<file path="src/pcb_pkg.sv">
`default_nettype none
// -----------------------------------------------------------------------------
// pcb_pkg: shared types and constants
// Phase codes, status codes, register indexes and the controller/datapath
// command and status bundles of the pixel command parser.
// -----------------------------------------------------------------------------
package pcb_pkg;

    localparam logic [7:0] LINE_END    = 8'd10;
    localparam logic [7:0] FULL_ALPHA  = 8'd255;
    localparam logic [16:0] RECIP255   = 17'd65793;
    localparam logic [15:0] MAG_MAX    = 16'hFFFF;

    localparam logic [2:0] ST_WRITE  = 3'd0;
    localparam logic [2:0] ST_READ   = 3'd1;
    localparam logic [2:0] ST_OFFSET = 3'd2;
    localparam logic [2:0] ST_SIZE   = 3'd3;
    localparam logic [2:0] ST_ERROR  = 3'd4;

    localparam logic REG_WIDTH  = 1'b0;
    localparam logic REG_HEIGHT = 1'b1;

    typedef enum logic [3:0] {
        PH_HEAD    = 4'd0,
        PH_PX_XS   = 4'd1,
        PH_PX_XD   = 4'd2,
        PH_PX_YS   = 4'd3,
        PH_PX_YD   = 4'd4,
        PH_PX_HEX  = 4'd5,
        PH_PX_TAIL = 4'd6,
        PH_OF_XW   = 4'd7,
        PH_OF_XS   = 4'd8,
        PH_OF_XD   = 4'd9,
        PH_OF_YW   = 4'd10,
        PH_OF_YS   = 4'd11,
        PH_OF_YD   = 4'd12,
        PH_OF_TAIL = 4'd13,
        PH_SIZE    = 4'd14,
        PH_ERR     = 4'd15
    } t_phase;

    // controller -> datapath
    typedef struct packed {
        logic       px_start;   // latch line, start pixel access
        logic       mem_rd;     // issue store read
        logic       blend_go;   // compute new color from read data
        logic       mem_wr;     // write blended color
        logic       res_load;   // load the non-pixel result
        logic [2:0] res_code;
        logic       px_done;    // load pixel result
    } t_cmd;

    // datapath -> controller
    typedef struct packed {
        logic in_bounds;
        logic is_read;
        logic clr_busy;
    } t_stat;

endpackage
`default_nettype wire

</file>
<file path="src/pcb_ctrl.sv">
`default_nettype none
// -----------------------------------------------------------------------------
// pcb_ctrl: sequencer for line ends and the output register
// Accepts bytes, dispatches line-end work and runs the pixel
// read-modify-write sequence, then presents one result.
// -----------------------------------------------------------------------------
module pcb_ctrl (
    input  wire               i_clk,
    input  wire               i_rst_n,
    input  wire               i_in_valid,
    input  wire  [7:0]        i_char,
    input  wire               i_out_ready,
    input  wire  pcb_pkg::t_phase i_phase,
    input  wire  pcb_pkg::t_stat  i_stat,
    output logic              o_in_ready,
    output logic              o_take,
    output logic              o_out_valid,
    output pcb_pkg::t_cmd     o_cmd
);
    typedef enum logic [2:0] {S_IDLE, S_ADDR, S_READ, S_BLEND, S_WRITE, S_DONE} t_state;
    t_state r_state;
    logic   r_ovalid;
    logic   acc, eol, out_free;

    assign out_free    = !r_ovalid || i_out_ready;
    assign o_in_ready  = (r_state == S_IDLE) && !i_stat.clr_busy && out_free;
    assign acc         = i_in_valid && o_in_ready;
    assign eol         = acc && (i_char == pcb_pkg::LINE_END);
    assign o_take      = acc && !eol;
    assign o_out_valid = r_ovalid;

    logic px_line;
    assign px_line = i_phase == pcb_pkg::PH_PX_YD || i_phase == pcb_pkg::PH_PX_HEX
                  || i_phase == pcb_pkg::PH_PX_TAIL;

    always_comb begin
        o_cmd = '0;
        o_cmd.px_start = eol && px_line;
        o_cmd.res_load = eol && !px_line;
        case (i_phase)
            pcb_pkg::PH_OF_YD, pcb_pkg::PH_OF_TAIL: o_cmd.res_code = pcb_pkg::ST_OFFSET;
            pcb_pkg::PH_SIZE: o_cmd.res_code = pcb_pkg::ST_SIZE;
            default: o_cmd.res_code = pcb_pkg::ST_ERROR;
        endcase
        o_cmd.mem_rd   = (r_state == S_ADDR);
        o_cmd.blend_go = (r_state == S_BLEND);
        o_cmd.mem_wr   = (r_state == S_WRITE) && i_stat.in_bounds && !i_stat.is_read;
        o_cmd.px_done  = (r_state == S_DONE) && out_free;
    end

    always_ff @(posedge i_clk) begin
        if (!i_rst_n) begin
            r_state  <= S_IDLE;
            r_ovalid <= 1'b0;
        end else begin
            if (o_cmd.res_load || o_cmd.px_done) r_ovalid <= 1'b1;
            else if (r_ovalid && i_out_ready) r_ovalid <= 1'b0;
            case (r_state)
                S_IDLE:  if (o_cmd.px_start) r_state <= S_ADDR;
                S_ADDR:  r_state <= S_READ;
                S_READ:  r_state <= S_BLEND;   // read data registered
                S_BLEND: r_state <= S_WRITE;
                S_WRITE: r_state <= S_DONE;
                S_DONE:  if (out_free) r_state <= S_IDLE;
                default: r_state <= S_IDLE;
            endcase
        end
    end

    a_no_take_busy: assert property (@(posedge i_clk) disable iff (!i_rst_n)
        (r_state != S_IDLE) |-> !o_take) else $error("byte taken during pixel access");
    a_no_take_clr: assert property (@(posedge i_clk) disable iff (!i_rst_n)
        i_stat.clr_busy |-> !acc) else $error("byte taken while clearing");
    a_write_seq: assert property (@(posedge i_clk) disable iff (!i_rst_n)
        o_cmd.mem_wr |-> $past(r_state == S_BLEND)) else $error("write out of sequence");
    a_done_valid: assert property (@(posedge i_clk) disable iff (!i_rst_n)
        o_cmd.px_done |=> r_ovalid) else $error("pixel result lost");

endmodule
`default_nettype wire

</file>
<file path="config.mk">
export PLATFORM = sky130hd
export DESIGN_NAME = pcb_ctrl
export DESIGN_NICKNAME = d
export VERILOG_FILES = /design/src/pcb_pkg.sv /design/src/pcb_ctrl.sv
export SDC_FILE = /design/constraint.sdc
export NUM_CORES = 1
export LEC_CHECK = 0
export ABC_AREA = 0
export BUFFER_PORTS_ARGS = -buffer_cell sky130_fd_sc_hd__buf_4
export CAP_MARGIN = 15
export CORE_AREA = 4 4 41 43
export CTS_CLUSTER_DIAMETER = 40
export DETAILED_ROUTE_END_ITERATION = 7
export DIE_AREA = 0 0 45 47
export PLACE_DENSITY = 0.53
export SYNTH_ARGS = -nofsm -noshare
export SYNTH_HDL_FRONTEND = slang
export SYNTH_SLANG_ARGS = --single-unit
</file>
<file path="constraint.sdc">
create_clock -name i_clk -period 1.62 [get_ports i_clk]
set_input_delay 0.162 -clock i_clk [delete_from_list [all_inputs] [get_ports i_clk]]
set_output_delay 0.162 -clock i_clk [all_outputs]
set_load 0.01 [all_outputs]
</file>
==> results_dict.tcl <==
set metrics [dict create \
    clk_latency_ns 0.24 \
    synth_ff_type "dfxtp_1" \
    cp_max_fo 7 \
    dp.cells 86 \
    arrival_ns 1.32 \
    portBuffers 30 \
    cts_buffer_depth 2 \
    synth_warnings 0 \
    gr-total-overflow 0 \
    rsz0062_at_grt "false" \
    finClkSkew_ns 0.00950 \
    power.total_mw 0.295 \
    gp_congestion 0.759 \
    maxSlewViolCount 0 \
    final_hold_viol_count 0 \
    timing_worst_setup_path_type "reg -> out" \
    row_count 13 \
    post-route-min-period_ns 1.48 \
    hold_class "in -> reg" \
    slew_headroom_pct 82.6 \
    ir_drop_uv 440 \
    syn_avg_cell_area_um2 7.72 \
    syn-cell-area_um2 317 \
    dr.pass1.iters 1 \
    nNetsFinal 95 \
    antennaDiodeCount 0 \
    p_clk_share_pct 44.2 \
    cp_slowest_stage_delay_ns 0.46 \
    numCtsBuffers 3 \
    stdcell_count 89 \
    internal_power_mw 0.225 \
    die_h_um 47 \
    crit_slowest_cell "dfxtp_1" \
    pwr-share-comb_pct 22.2 \
    status "complete, no violations" \
    end_kind "primary output" \
    synth_cells 41 \
    critPathLaunchType "register" \
    initial_core_util_pct 24.3 \
    ctsHoldBuffers 0 \
    worst_pin_slew_ns 0.261 \
    htree_num_levels 1 \
    synth_top_cell_area_share_pct 25.3 \
    drt_iter0_markers 0 \
    wl_per_cell_um 11.3 \
    grt_use_met3_pct 6.13 \
    synth-seq-cells 4 \
    synth_edf_count 0 \
    ys_types 23 \
    async_reset_ff_share_pct 0 \
    globalRouteMet2Util_pct 14.1 \
    drive_above_1_share_pct 52.7 \
    grt_use_met1_pct 13.7 \
    swShare_pct 23.6 \
    num_vias 418 \
    cts_tree "done" \
    avgViaCountPerCell 4.70 \
    drt_wl_total_mm 1.01 \
    die_area_um2 2120 \
    seq_power_share_pct 33.6 \
    drt.antenna.violating_nets 0 \
    ys_seq_area_share_pct 25.3 \
    p_sw_mw 0.0695 \
    critical_path_required_ns 1.46 \
    n_fill_cell 146 \
    hpwlAfterDp_um 871 \
    die-width_um 45 \
    fmaxAchievable_ghz 0.674 \
    area_growth_pct 85.8 \
    grt_antenna_before_repair 0 \
    crit_chain "nor2_2 > and3_1 > and4_1 > buf_4" \
    p_per_area_nw_per_um2 501 \
    setup_viol_count_final 0 \
    track_usage_pct 10.4 \
    grt_start_max_net_pins 8 \
    max_cap_viol_count 0 \
    cts_root_buffer "clkbuf_4" \
    drc 0 \
    synthTopCellsByArea "dfxtp_1 25%, nor2_1 8.3%, nor4_4 6.7%" \
    grt-busiest-layer "met2" \
    ios 31 \
    synthesis.nets 60 \
    power_leakage_nw 0.265 \
    fin_tns_setup_ns 0 \
    grt_pass1_wl_mm 1.57 \
    clkSlewWorstSetupHoldPaths_ns 0.04 \
    core_um2 1300 \
    cts.sinks 4 \
    grt_pass1_vias 370 \
    synth_top_area_cell "dfxtp_1" \
    post-route-period-util_pct 91.6 \
]
synth_stat cells, drive strengths merged, types with 2 or more instances:
| library cell | instances |
|---|---|
| nor3b | 2 |
| dfxtp | 4 |
| nand2 | 4 |
| a21oi | 2 |
| inv | 3 |
| nor2 | 7 |
| o21a | 2 |
| nand2b | 2 |
worst max-delay path, delay by kind of cell (launching register included):
kind,cells,cell delay [ns]
buf+inv,1,0.14
flops,1,0.46
simple gates,3,0.49
per-stage QoR:
step | instance area [um^2] | setup WS [ns] | hold slack, ns | util, %
after floorplan | 317 | 0.333 | 0.279 | -
after global placement | 561 | 0.148 | 0.402 | 43.1
after detailed placement | 561 | 0.138 | 0.402 | 43.1
after CTS | 583 | 0.118 | 0.153 | 44.8
after global routing | 588 | 0.0319 | 0.153 | 45.2
final | 588 | 0.136 | 0.160 | 45.2
registers in the layout (all words and copies together), names as in the netlist:
name / flops
o_out_valid: 1
r_state: 3
logic make-up (layout without fill, tap and decap cells):
logic type | after synthesis | count (layout) | synth area share [%]
flip-flops | 4 | 4 | 25.3
buffers and inverters | 3 | 36 | 3.56
XOR/XNOR | 1 | 1 | 2.77
AND/OR/NAND/NOR | 25 | 25 | 51.8
AO/OA/AOI/OAI | 8 | 8 | 16.6
layer usage:
metal	part of all wire, %	wire length [um]
met5	0	0
met4	0	0
met3	8.6	86
met2	50	501
met1	41	417
final timing paths:
kind                            startpoint  slack, ns  depth (start not counted)     endpoint
worst max-delay path            r_state[0]       0.14                          4     o_cmd[8]
worst min-delay path               i_rst_n       0.16                          2   r_state[2]
worst max register to register  r_state[0]       0.53                          4  o_out_valid
worst min register to register  r_state[2]       0.53                          1   r_state[1]
final cells by class:
class	count	area, um^2	area share [%]
multi-input cells	34	230	39.1
repair buffers	30	225	38.3
flip-flops and latches	4	80.1	13.6
clock buffers	3	22.5	3.83
well taps	15	18.8	3.19
inverters	3	11.3	1.91
what timing repair did:
item | in CTS | in global routing
gates resized for setup | 0 | 2
setup endpoints to repair | 0 | 1
setup buffers | 0 | 0
cells in the final DEF, fill, tap and decap left out, drive strengths merged:
master,instances
buf,30
nor2,7
nand2,4
dfxtp,4
inv,3
clkbuf,3
nor3b,2
nand2b,2
a21oi,2
o21a,2
or2,1
and3b,1
or4,1
or4bb,1
and3,1
and4,1
nand4,1
nor4,1
nor4b,1
xnor2,1
nand3,1
a21boi,1
o2111ai,1
a31oi,1
o21ai,1
power by group through the flow:
stage               Clock (mW)  Sequential, mW  Combinational [mW]
floorplan                    0           0.101              0.0194
global placement             0           0.101              0.0656
detailed placement           0           0.101              0.0657
CTS                      0.136          0.0989              0.0658
global route             0.146          0.0988              0.0709
finish                   0.130          0.0990              0.0655
(Power assumes the default switching activity.)
